### config.mk
export PLATFORM = sky130hd
export DESIGN_NAME = odo_ctrl
export DESIGN_NICKNAME = d
export VERILOG_FILES = /design/src/hw/rtl/odo_pkg.sv /design/src/hw/rtl/odo_ctrl.sv
export SDC_FILE = /design/constraint.sdc
export NUM_CORES = 1
export LEC_CHECK = 0
export ABC_AREA = 1
export BUFFER_PORTS_ARGS = -buffer_cell sky130_fd_sc_hd__buf_2
export CAP_MARGIN = 10
export CORE_MARGIN = 2
export CORE_UTILIZATION = 40
export CTS_CLUSTER_DIAMETER = 40
export CTS_CLUSTER_SIZE = 30
export DETAILED_ROUTE_END_ITERATION = 8
export PLACE_DENSITY = 0.63
export SLEW_MARGIN = 20
export SYNTH_ARGS = -nofsm -noshare
export SYNTH_HDL_FRONTEND = slang
export SYNTH_SLANG_ARGS = --single-unit
### constraint.sdc
create_clock -name clock -period 1.73 [get_ports clock]
set_clock_uncertainty 0.15 [all_clocks]
set_input_delay 0.0865 -clock clock [delete_from_list [all_inputs] [get_ports clock]]
set_output_delay 0.0865 -clock clock [all_outputs]
set_load 0.02 [all_outputs]
### src/hw/rtl/odo_pkg.sv
`default_nettype none
package odo_pkg;

   localparam int unsigned CORDIC_STEPS_DEF = 16;
   localparam int unsigned ANGLE_BITS_DEF   = 32;

   localparam logic [23:0] FOURPI_Q20      = 24'd13176795;
   localparam logic [33:0] CORDIC_GAIN_Q30 = 34'd652032874;

   localparam logic signed [35:0] SAT_MAX = 36'sd2147483647;
   localparam logic signed [35:0] SAT_MIN = -36'sd2147483648;

   typedef enum logic [1:0] {
      CSR_LIN_COEF    = 2'd0,
      CSR_ANG_COEF    = 2'd1,
      CSR_STEP_PERIOD = 2'd2,
      CSR_UNUSED      = 2'd3
   } csr_idx_type;

   typedef enum logic [3:0] {
      OP_NONE = 4'd0,
      OP_LIN  = 4'd1,
      OP_P1   = 4'd2,
      OP_TLO  = 4'd3,
      OP_THI  = 4'd4,
      OP_HLO  = 4'd5,
      OP_HHI  = 4'd6,
      OP_HEAD = 4'd7,
      OP_HUPD = 4'd8,
      OP_MX1  = 4'd9,
      OP_MY1  = 4'd10,
      OP_MX2  = 4'd11,
      OP_MY2  = 4'd12,
      OP_PY   = 4'd13
   } op_type;

   typedef struct packed {
      op_type op;
      logic   cordic_start;
      logic   load_in;
      logic   load_out;
   } odo_cmd_type;

   typedef struct packed {
      logic cordic_done;
   } odo_sts_type;

   function automatic logic [31:0] atan_at(input logic [4:0] idx);
      logic [31:0] v;
      begin
         case (idx)
            5'd0:    v = 32'h20000000;
            5'd1:    v = 32'h12E4051E;
            5'd2:    v = 32'h09FB385B;
            5'd3:    v = 32'h051111D4;
            5'd4:    v = 32'h028B0D43;
            5'd5:    v = 32'h0145D7E1;
            5'd6:    v = 32'h00A2F61E;
            5'd7:    v = 32'h00517C55;
            5'd8:    v = 32'h0028BE53;
            5'd9:    v = 32'h00145F2F;
            5'd10:   v = 32'h000A2F98;
            5'd11:   v = 32'h000517CC;
            5'd12:   v = 32'h00028BE6;
            5'd13:   v = 32'h000145F3;
            5'd14:   v = 32'h0000A2FA;
            5'd15:   v = 32'h0000517D;
            5'd16:   v = 32'h000028BE;
            5'd17:   v = 32'h0000145F;
            5'd18:   v = 32'h00000A30;
            5'd19:   v = 32'h00000518;
            5'd20:   v = 32'h0000028C;
            5'd21:   v = 32'h00000146;
            5'd22:   v = 32'h000000A3;
            5'd23:   v = 32'h00000051;
            5'd24:   v = 32'h00000029;
            5'd25:   v = 32'h00000014;
            5'd26:   v = 32'h0000000A;
            5'd27:   v = 32'h00000005;
            5'd28:   v = 32'h00000003;
            5'd29:   v = 32'h00000001;
            5'd30:   v = 32'h00000001;
            default: v = 32'h00000000;
         endcase
         return v;
      end
   endfunction

   // sign * round(mag / 2^sh), half away from zero, saturated
   function automatic logic [31:0] round_sat(input logic neg, input logic [64:0] mag,
                                             input int unsigned sh);
      logic [65:0] q;
      begin
         q = (66'(mag) + (66'(1) << (sh - 1))) >> sh;
         if (neg) begin
            return (q >= 66'h80000000) ? 32'h80000000 : 32'(66'(0) - q);
         end
         return (q > 66'h7FFFFFFF) ? 32'h7FFFFFFF : q[31:0];
      end
   endfunction

   function automatic logic [31:0] sat32(input logic signed [35:0] v);
      begin
         if (v > SAT_MAX) begin
            return 32'h7FFFFFFF;
         end
         if (v < SAT_MIN) begin
            return 32'h80000000;
         end
         return v[31:0];
      end
   endfunction

endpackage
`default_nettype wire

### src/hw/rtl/odo_ctrl.sv
`default_nettype none
module odo_ctrl import odo_pkg::*; (
   input  wire logic        clock,
   input  wire logic        reset,
   input  wire logic        req_tvalid,
   output logic             req_tready,
   output logic             rsp_tvalid,
   input  wire logic        rsp_tready,
   output odo_cmd_type      cmd,
   input  wire odo_sts_type sts
);

   typedef enum logic [4:0] {
      S_IDLE, S_LIN, S_P1, S_TLO, S_THI, S_HLO, S_HHI, S_HEAD, S_HUPD,
      S_CSTART, S_CWAIT, S_MX1, S_MY1, S_MX2, S_MY2, S_PY, S_DONE
   } state_type;

   state_type state_ff;
   op_type    op_ff;
   logic      cstart_ff;
   logic      rsp_tvalid_ff;
   logic      accept_w;
   logic      load_out_w;

   assign accept_w   = req_tvalid && (state_ff == S_IDLE);
   assign load_out_w = (state_ff == S_DONE) && (!rsp_tvalid_ff || rsp_tready);

   always_ff @(posedge clock) begin
      if (reset) begin
         state_ff      <= S_IDLE;
         op_ff         <= OP_NONE;
         cstart_ff     <= 1'b0;
         rsp_tvalid_ff <= 1'b0;
      end else begin
         cstart_ff <= 1'b0;
         if (load_out_w) begin
            rsp_tvalid_ff <= 1'b1;
         end else if (rsp_tready) begin
            rsp_tvalid_ff <= 1'b0;
         end
         case (state_ff)
            S_IDLE: begin
               if (accept_w) begin
                  state_ff <= S_LIN;
                  op_ff    <= OP_LIN;
               end
            end
            S_LIN: begin
               state_ff <= S_P1;
               op_ff    <= OP_P1;
            end
            S_P1: begin
               state_ff <= S_TLO;
               op_ff    <= OP_TLO;
            end
            S_TLO: begin
               state_ff <= S_THI;
               op_ff    <= OP_THI;
            end
            S_THI: begin
               state_ff <= S_HLO;
               op_ff    <= OP_HLO;
            end
            S_HLO: begin
               state_ff <= S_HHI;
               op_ff    <= OP_HHI;
            end
            S_HHI: begin
               state_ff <= S_HEAD;
               op_ff    <= OP_HEAD;
            end
            S_HEAD: begin
               state_ff <= S_HUPD;
               op_ff    <= OP_HUPD;
            end
            S_HUPD: begin
               state_ff  <= S_CSTART;
               op_ff     <= OP_NONE;
               cstart_ff <= 1'b1;
            end
            S_CSTART: begin
               state_ff <= S_CWAIT;
            end
            S_CWAIT: begin
               if (sts.cordic_done) begin
                  state_ff <= S_MX1;
                  op_ff    <= OP_MX1;
               end
            end
            S_MX1: begin
               state_ff <= S_MY1;
               op_ff    <= OP_MY1;
            end
            S_MY1: begin
               state_ff <= S_MX2;
               op_ff    <= OP_MX2;
            end
            S_MX2: begin
               state_ff <= S_MY2;
               op_ff    <= OP_MY2;
            end
            S_MY2: begin
               state_ff <= S_PY;
               op_ff    <= OP_PY;
            end
            S_PY: begin
               state_ff <= S_DONE;
               op_ff    <= OP_NONE;
            end
            S_DONE: begin
               if (load_out_w) begin
                  state_ff <= S_IDLE;
               end
            end
            default: begin
               state_ff <= S_IDLE;
               op_ff    <= OP_NONE;
            end
         endcase
      end
   end

   always_comb begin
      cmd.op           = op_ff;
      cmd.cordic_start = cstart_ff;
      cmd.load_in      = accept_w;
      cmd.load_out     = load_out_w;
   end

   assign req_tready = (state_ff == S_IDLE);
   assign rsp_tvalid = rsp_tvalid_ff;

   a_accept_starts: assert property (@(posedge clock) disable iff (reset)
      accept_w |=> (state_ff == S_LIN))
      else $error("transaction accepted but sequence not started");

   a_cordic_done_wait: assert property (@(posedge clock) disable iff (reset)
      sts.cordic_done |-> (state_ff == S_CWAIT))
      else $error("rotator finished outside its wait state");

   a_load_shows: assert property (@(posedge clock) disable iff (reset)
      load_out_w |=> rsp_tvalid_ff)
      else $error("result loaded but not presented");

   a_no_start_twice: assert property (@(posedge clock) disable iff (reset)
      cstart_ff |=> !cstart_ff)
      else $error("rotator started on consecutive cycles");

endmodule
`default_nettype wire

# ---- Word level (Yosys, flattened, before mapping)
# Cells that the tools add are included.
dict set report op_classes {
  eq_ne 19
  n_mux 10
  n_bitwise 1
  reduce_logical 9
}
# operator n
set op_table {}
lappend op_table {{5-bit one-hot mux with 17 select lines} 1}
lappend op_table {{4-bit one-hot mux with 14 select lines} 1}
lappend op_table {{5-bit by 4-bit equality test with 1-bit output (second input constant)} 8}
lappend op_table {{5-bit by 3-bit equality test with 1-bit output (second input constant)} 4}
lappend op_table {{5-bit two-way mux} 3}
lappend op_table {{5-bit by 2-bit equality test with 1-bit output (second input constant)} 2}
lappend op_table {{4-bit two-way mux} 2}
lappend op_table {{3-bit AND reduction} 2}
lappend op_table {{5-bit by 1-bit equality test with 1-bit output (second input constant)} 1}
lappend op_table {{5-bit equality test (second input constant)} 1}
lappend op_table {{5-bit zero test} 1}
lappend op_table {{2-bit inequality test (second input constant)} 2}
lappend op_table {{1-bit two-way mux} 3}
lappend op_table {{1-bit logical AND} 2}
lappend op_table {{2-bit by 1-bit inequality test with 1-bit output (second input constant)} 1}
lappend op_table {{2-bit nonzero test} 1}
lappend op_table {{2-bit OR reduction} 1}
lappend op_table {{1-bit zero test} 1}
lappend op_table {{1-bit logical OR} 1}
lappend op_table {{1-bit NOT} 1}
dict set report totals {
  regBits 11
  out_inout_bits 9
  word_cells 43
}

# ---- Depth between registers and ports, before layout
# Gate-level depths: netlist (run 1).
dict set report logic_depth {
  depth_word 5
  ltp_mapped 10
  mapped_depth_nobuf 10
}

# ---- Worst setup path after synthesis (run 1)
# No wires, ideal clock.
dict set report synth_timing {
  path_kind {reg2reg}
  start {register state_ff[2]}
  end {register op_ff[1]}
  arrival_ps 991
  required_time_ps 1464
  slack_ps 473
  path_stages_with_launch 8
  path_buffers 0
  period_less_slack_ps 1257
  cell_sequence {dfxtp_1 > nor2_1 > nand3_1 > nand2_1 > nor2_2 > inv_1 > nor2_1 > nor2_1}
}
dict set report synth_between {
  elab_chain_cells 4
}
# element line
set synth_lines {}
lappend synth_lines {{from (decl)} odo_ctrl.sv:18} ;# state_type state_ff;
lappend synth_lines {{from (signal assigned)} odo_ctrl.sv:30} ;# state_ff <= S_IDLE;
lappend synth_lines {{from (signal assigned)} odo_ctrl.sv:44} ;# state_ff <= S_LIN;
lappend synth_lines {{from (signal assigned)} odo_ctrl.sv:49} ;# state_ff <= S_P1;
lappend synth_lines {{parallel branches: the longest is 4 deep, another holds 4-bit one-hot mux with 14 select lines} n/a}
lappend synth_lines {{to (signal assigned)} odo_ctrl.sv:31} ;# op_ff <= OP_NONE;
lappend synth_lines {{to (signal assigned)} odo_ctrl.sv:45} ;# op_ff <= OP_LIN;
lappend synth_lines {{to (signal assigned)} odo_ctrl.sv:50} ;# op_ff <= OP_P1;
lappend synth_lines {{to (decl)} odo_ctrl.sv:19} ;# op_type op_ff;
# Parallel ways; which one is timed is not known.
# A chain may end at the register's enable or synchronous reset.

==> results of run 1 <==
stage by stage:
step | area (um^2) | power [uW] | std cells | worst slack, ns | utilization (%)
after floorplan | 643 | 406 | 106 | 0.473 | -
after global placement | 706 | 447 | 132 | 0.303 | 46.8
after detailed placement | 706 | 447 | 132 | 0.297 | 46.8
after CTS | 752 | 621 | 138 | 0.106 | 49.9
after global routing | 754 | 664 | 138 | 0.0277 | 50.1
final | 754 | 616 | 138 | 0.115 | 50.1
synthesized netlist by cell type (all sizes together):
master / instances / area, um^2
buf: 3 / 22.5
nor2: 28 / 120
nand2: 22 / 85.1
nand4: 4 / 25.0
o211ai: 1 / 7.51
o21a: 1 / 7.51
a21oi: 2 / 10.0
inv: 22 / 82.6
nand3: 4 / 20.0
dfxtp: 11 / 220
a31oi: 2 / 12.5
nor3: 2 / 10.0
o21ai: 4 / 20.0
report_power, final:
part           total (uW)  internal, uW  switching, uW
logic                 161          53.0            108
clock network         169          89.1           80.3
registers             286           272           13.9
metal layers:
layer | wire, um | track usage (%) | vias up
met5 | 0 | 0 | -
met4 | 11 | 8.48 | 0
met3 | 86 | 8.16 | 2
met2 | 661 | 24.7 | 19
met1 | 674 | 23.1 | 280
li1 | - | - | 353
sequential cells by signal, indices dropped and copies added (netlist names):
name and cells:
op_ff 4, state_ff 5, cstart_ff 1, rsp_tvalid 1
worst max path at each step:
stage / startpoint / end / slack, ns
final: state_ff[4] / cmd[1] / 0.11
after global routing: state_ff[4] / cmd[1] / 0.03
after CTS: state_ff[2] / cmd[1] / 0.11
after detailed placement: state_ff[2] / op_ff[1] / 0.30
after global placement: state_ff[2] / op_ff[2] / 0.30
after floorplan: state_ff[2] / op_ff[1] / 0.47
cells by family after synthesis:
family	Yosys count
simple gates	60
buf+inv	25
flops	11
compound gates	10
critical path, cell delays in order (launching register included):
cell and delay, ns:
dfxtp_1 0.35, nor2_1 0.21, nand2_1 0.16, nor3_1 0.20, buf_2 0.21
cell type report:
type	instances	area [um^2]
fillers	157	752
multi-input cells	70	320
flip-flops and latches	11	220
repair buffers	15	85.1
inverters	22	82.6
clock buffers	4	26.3
well taps	16	20.0
what timing repair did:
action / in CTS / in global routing
resized for setup: 0 / 1
endpoints found under the setup margin: 0 / 1
hold buffers: 2 / 0
hold endpoints to repair: 6 / 0
==> reports/summary.txt, run 1 <==
FF-to-FF Start -> state_ff[1]
synth warn -> 0
Peak VDD IR -> 0.000519 V
synthesized-area fraction occupied by and/or/nand/nor cells -> 40.5%
Chip Height -> 44.1 um
initial drt markers -> 29
Area growth, synth to finish -> 17.3%
Worst Tran Pin Value -> 0.230 ns
largest net degree at the start of global routing -> 8
TritonRoute pass-1 iters -> 4
Vias -> 654
RSZ-0062 raised after global routing -> no
Hold/Removal Path Class -> input port to flip-flop
Hold Path Stages -> 5
layout net count -> 128
Die Wd -> 44.1 um
grt ovf -> 0
Compound-Gate Fraction of Synth Area -> 8.95%
syn_area_per_cell -> 6.07 um^2
Worst Reg-to-Reg Cells -> 7
Setup TNS Final -> 0 ns
antenna viol nets, final -> 0
Lkg Pwr -> 0.000413 uW
Ports -> 14
Max-slew headroom -> 84.6%
total power per unit cell area -> 817 nW/um^2
startpoint types -> flip-flop
final setup vio count -> 0
Synth Net Count -> 111
worst skew pair latency -> 0.26 ns
Gate Count Post-Synth -> 106
mux cell area share after synthesis -> 0%
fmax -> 619 MHz
Synth Register Bits -> 11
DRT Wirelength -> 1430 um
Max Cap Violations -> 0
Fin. Hold Viols -> 0
first-pass GRT wire length -> 2420 um
most frequent cells in the layout -> 23 x nor2_1, 21 x nand2_1, 20 x inv_1, 13 x buf_2, 11 x dfxtp_1
post-DP HPWL -> 1150 um
postcts setup bufs -> 0
crit path kind -> flip-flop to output pin
crit-path max FO -> 5
vias in the first global route -> 571
core area -> 1510 um^2
R2R Setup Slk -> 0.29 ns
initial antenna violation count -> 0
Post-Syn Area -> 643 um^2
Hold WS -> 0.172 ns
Buffers on Ports -> 13
crit path time final -> 1.62 ns
Num CTS Buffers -> 3
deepest clock path buffer count -> 2
Clk pin slew, worst setup/hold paths -> 0.07 ns
Hold Path Origin -> sts
Worst Hold End -> state_ff[0]
period utilisation layout -> 93.4%
routability congestion estimate -> 0.891
Starting Density -> 42.7%
Die Area -> 1940 um^2
Final Slew Violations -> 0
Synth Area in Adders -> 0%
Avg WL per Cell -> 10.4 um
DRC errors left -> 0
CTS tree -> done
root buf cell -> clkbuf_4
crit end category -> output pin
worst path required time -> 1.49 ns
All-Layer GR Usage -> 17.7%
status -> finished, final reports clean
layout cells sized above 1 -> 19.7%
Row Count -> 14
clock tree sinks -> 11
sequential area share after synthesis -> 34.2%
commonest non-fill, non-tap cell in the layout -> nor2_1
vias per cell -> 4.74
RR Endpoint -> op_ff[1]
ant diodes -> 0
largest family of logic cells by synthesized area -> simple AND/OR/NAND/NOR gates
Netlist cell types -> 17
number of H-tree levels -> 1
worst path arrival time -> 1.38 ns
XOR/XNOR Fraction of Synth Area -> 0%
(Power assumes the default switching activity.)
==> inputs of run 2 (changes only) <==
- ABC_AREA: 1 -> not set
- SLEW_MARGIN: 20 -> 10
- clock period: 1.73 -> 1.7 ns (I/O delays scaled with it)
==> run 2 against run 1 <==
Cell count is 30% lower; sequential share of layout area is 1.4 points higher; largest power group unchanged; total power is 0.65% higher; utilization is 1.8 points lower; flip-flop and latch count stayed put; die area is 3.0% lower; first-iteration DRC count is 62% lower.
==> reports/summary.txt, run 2 <==
share of the synthesized area in the top cell type -> 35.4% (+1.2 points)
Crit-path slowest cell -> dfxtp_1
grt ovf -> 0 (unchanged)
initial antenna violation count -> 0 (unchanged)
Worst Tran Pin Value -> 0.280 ns (+0.0503 ns)
Netlist cell types -> 31 (+14)
DRT Wirelength -> 1180 um (-18%)
sequential area share after synthesis -> 35.4% (+1.2 points)
Gate Count Post-Synth -> 67 (-37%)
fmax -> 610 MHz
root buf cell -> clkbuf_4
antenna viol nets, final -> 0 (unchanged)
worst path arrival time -> 1.40 ns (+0.02 ns)
Top reg by flops -> state_ff
RR Endpoint -> op_ff[3]
Fin. Hold Viols -> 0 (unchanged)
Vias -> 513 (-22%)
syn_area_per_cell -> 9.28 um^2 (+53%)
Synth Register Bits -> 11 (unchanged)
Max-slew headroom -> 81.2% (-3.4 points)
Worst Reg-to-Reg Cells -> 4 (-3)
FF-to-FF Start -> state_ff[1]
total power per unit cell area -> 862 nW/um^2 (+5.5%)
ys flop type -> dfxtp_1
core area -> 1490 um^2 (-1.2%)
top-count cell post-synth -> dfxtp_1
Die Wd -> 43.4 um (-1.5%)
crit path kind -> flip-flop to output pin
Post-synth EDFFs -> 0 (unchanged)
crit-path max FO -> 8 (+3)
max reg flops -> 5 (unchanged)
Ports -> 14 (unchanged)
Post-synth top cells -> 11 x dfxtp_1, 7 x nand2_1, 5 x nor2_1
startpoint types -> flip-flop
Hold/Removal Path Class -> input port to flip-flop
pre-CTS WS -> 0.245 ns (-0.0514 ns)
crit path time final -> 1.64 ns
crit end category -> output pin
Hold Path Origin -> rsp_tready
vias per cell -> 5.29 (+12%)
CP delay by family, top -> simple AND/OR/NAND/NOR gates
Buffers on Ports -> 13 (unchanged)
Peak VDD IR -> 0.000367 V (-29%)
initial drt markers -> 11 (-62%)
RSZ-0062 raised after global routing -> no
DRC errors left -> 0 (unchanged)
Critical path origin -> state_ff[4]
post-DP HPWL -> 921 um (-20%)
Worst Setup EP -> cmd[1]
first-pass GRT wire length -> 2040 um (-16%)
CTS tree -> done
most frequent cells in the layout -> 13 x buf_2, 11 x dfxtp_1, 7 x nand2_1, 5 x nor2_1
Max Cap Violations -> 0 (unchanged)
Setup TNS Final -> 0 ns (unchanged)
async set-reset flop share out of synthesis -> 0% (unchanged)
Clk pin slew, worst setup/hold paths -> 0.07 ns (about the same)
slowest stage delay, CP -> 0.37 ns (+0.02 ns)
period utilisation layout -> 96.4%
TritonRoute pass-1 iters -> 4 (unchanged)
Die Area -> 1890 um^2 (-3.0%)
Setup WS post-layout -> 0.0610 ns (-0.0538 ns)
synth warn -> 0 (unchanged)
routability congestion estimate -> 0.751 (-16%)
number of H-tree levels -> 1 (unchanged)
Yosys top cell by area -> dfxtp_1
commonest non-fill, non-tap cell in the layout -> buf_2
layout cells sized above 1 -> 30.9% (+11 points)
layout net count -> 87 (-32%)
top flop regs -> state_ff x5, op_ff x4
R2R Setup Slk -> 0.24 ns (-0.05 ns)
clock tree sinks -> 11 (unchanged)
status -> finished, final reports clean
Area growth, synth to finish -> 15.7%
ant diodes -> 0 (unchanged)
Starting Density -> 41.8% (-0.93 points)
Num CTS Buffers -> 3 (unchanged)
All-Layer GR Usage -> 14.8% (-2.9 points)
vias in the first global route -> 490 (-14%)
Bufs and invs on worst path -> 1 (unchanged)
Avg WL per Cell -> 12.2 um (+17%)
worst skew pair latency -> 0.27 ns (about the same)
critical path depth in cells -> 4 (unchanged)
worst-path cell chain -> or2_4 > nor4_2 > and2_1 > buf_2
deepest clock path buffer count -> 2 (unchanged)
Chip Height -> 43.4 um (-1.5%)
Final Slew Violations -> 0 (unchanged)
worst path required time -> 1.46 ns (-0.03 ns)
Post-Syn Area -> 622 um^2 (-3.3%)
Synth Net Count -> 72 (-35%)
ranking of synthesized cells by area -> dfxtp_1 35%, mux2i_1 6.4%, a32o_1 4.8%
largest net degree at the start of global routing -> 11 (+3)
post-cts gate resize count -> 0 (unchanged)
Lkg Pwr -> 0.000293 uW (-29%)
final setup vio count -> 0 (unchanged)
Row Count -> 14 (unchanged)
==> run 2: cell types whose count changed after synthesis, moves of 4 or more <==
| cell | before | now |
|---|---|---|
| mux2i_1 | 0 | 4 |
| nand4_1 | 4 | 0 |
| nand2_1 | 21 | 7 |
| buf_2 | 0 | 4 |
| nor2_1 | 24 | 5 |
| inv_1 | 20 | 1 |
==> run 2: worst min-delay path by stage <==
stage,endpoint,slack (ns),cells after the start
2_1_floorplan,rsp_tvalid,0.16,2
3_3_place_gp,state_ff[4],0.23,2
3_5_place_dp,state_ff[1],0.24,2
4_1_cts,rsp_tvalid,0.008,3
5_1_grt,rsp_tvalid,0.03,3
6_report,rsp_tvalid,0.005,3
==> run 2: cell type report <==
class	count	area, um^2
Timing Repair Buffer	18	105
Inverter	1	3.75
Fill cell	147	769
Sequential cell	11	220
Multi-Input combinational cell	47	344
Clock buffer	4	26.3
Tap cell	16	20.0
==> run 2: timing repair <==
action / CTS / global route
endpoints found under the setup margin: 0 / 0
hold buffers: 1 / 0
endpoints found under the hold margin: 7 / 0
setup buffers: 0 / 0
==> run 2: logic make-up after synthesis <==
kind of cell / count (synthesis) / synth area share [%]
simple gates: 29 / 27.6
mux: 4 / 6.44
xor+xnor: 3 / 4.23
buf+inv: 9 / 9.25
compound gates: 11 / 17.1
flops: 11 / 35.4
==> run 2: through the flow <==
stage | utilization [%] | hold WS, ns | cell area [um^2] | cells | total power, uW
after floorplan | - | 0.160 | 622 | 67 | 418
after global placement | 45.9 | 0.225 | 683 | 92 | 450
after detailed placement | 45.9 | 0.242 | 683 | 92 | 450
after CTS | 48.3 | 0.00759 | 719 | 97 | 626
after global routing | 48.3 | 0.0292 | 719 | 97 | 653
final | 48.3 | 0.00464 | 719 | 97 | 620
==> run 2: worst register-to-register path, delay by kind of cell, from the launching register on <==
family | cells | cell delay [ns]
AOI/OAI and AO/OA | 1 | 0.24
muxes | 1 | 0.23
and+or+nand+nor | 2 | 0.43
DFF | 1 | 0.34
==> run 2: power by group <==
| part | internal [uW] | switching [uW] |
|---|---|---|
| registers | 274 | 11.9 |
| clock network | 90.9 | 84.4 |
| logic | 72.9 | 86.3 |
| total | 438 | 183 |
==> run 2: routing by layer <==
metal	share of wire (%)	routed length [um]	GRT usage, %	up-vias
li1	-	-	-	262
met1	46	543	17.8	232
met2	45	536	23.0	14
met3	5.7	67	3.33	5
met4	2.8	33	10.9	0
met5	0	0	0	-
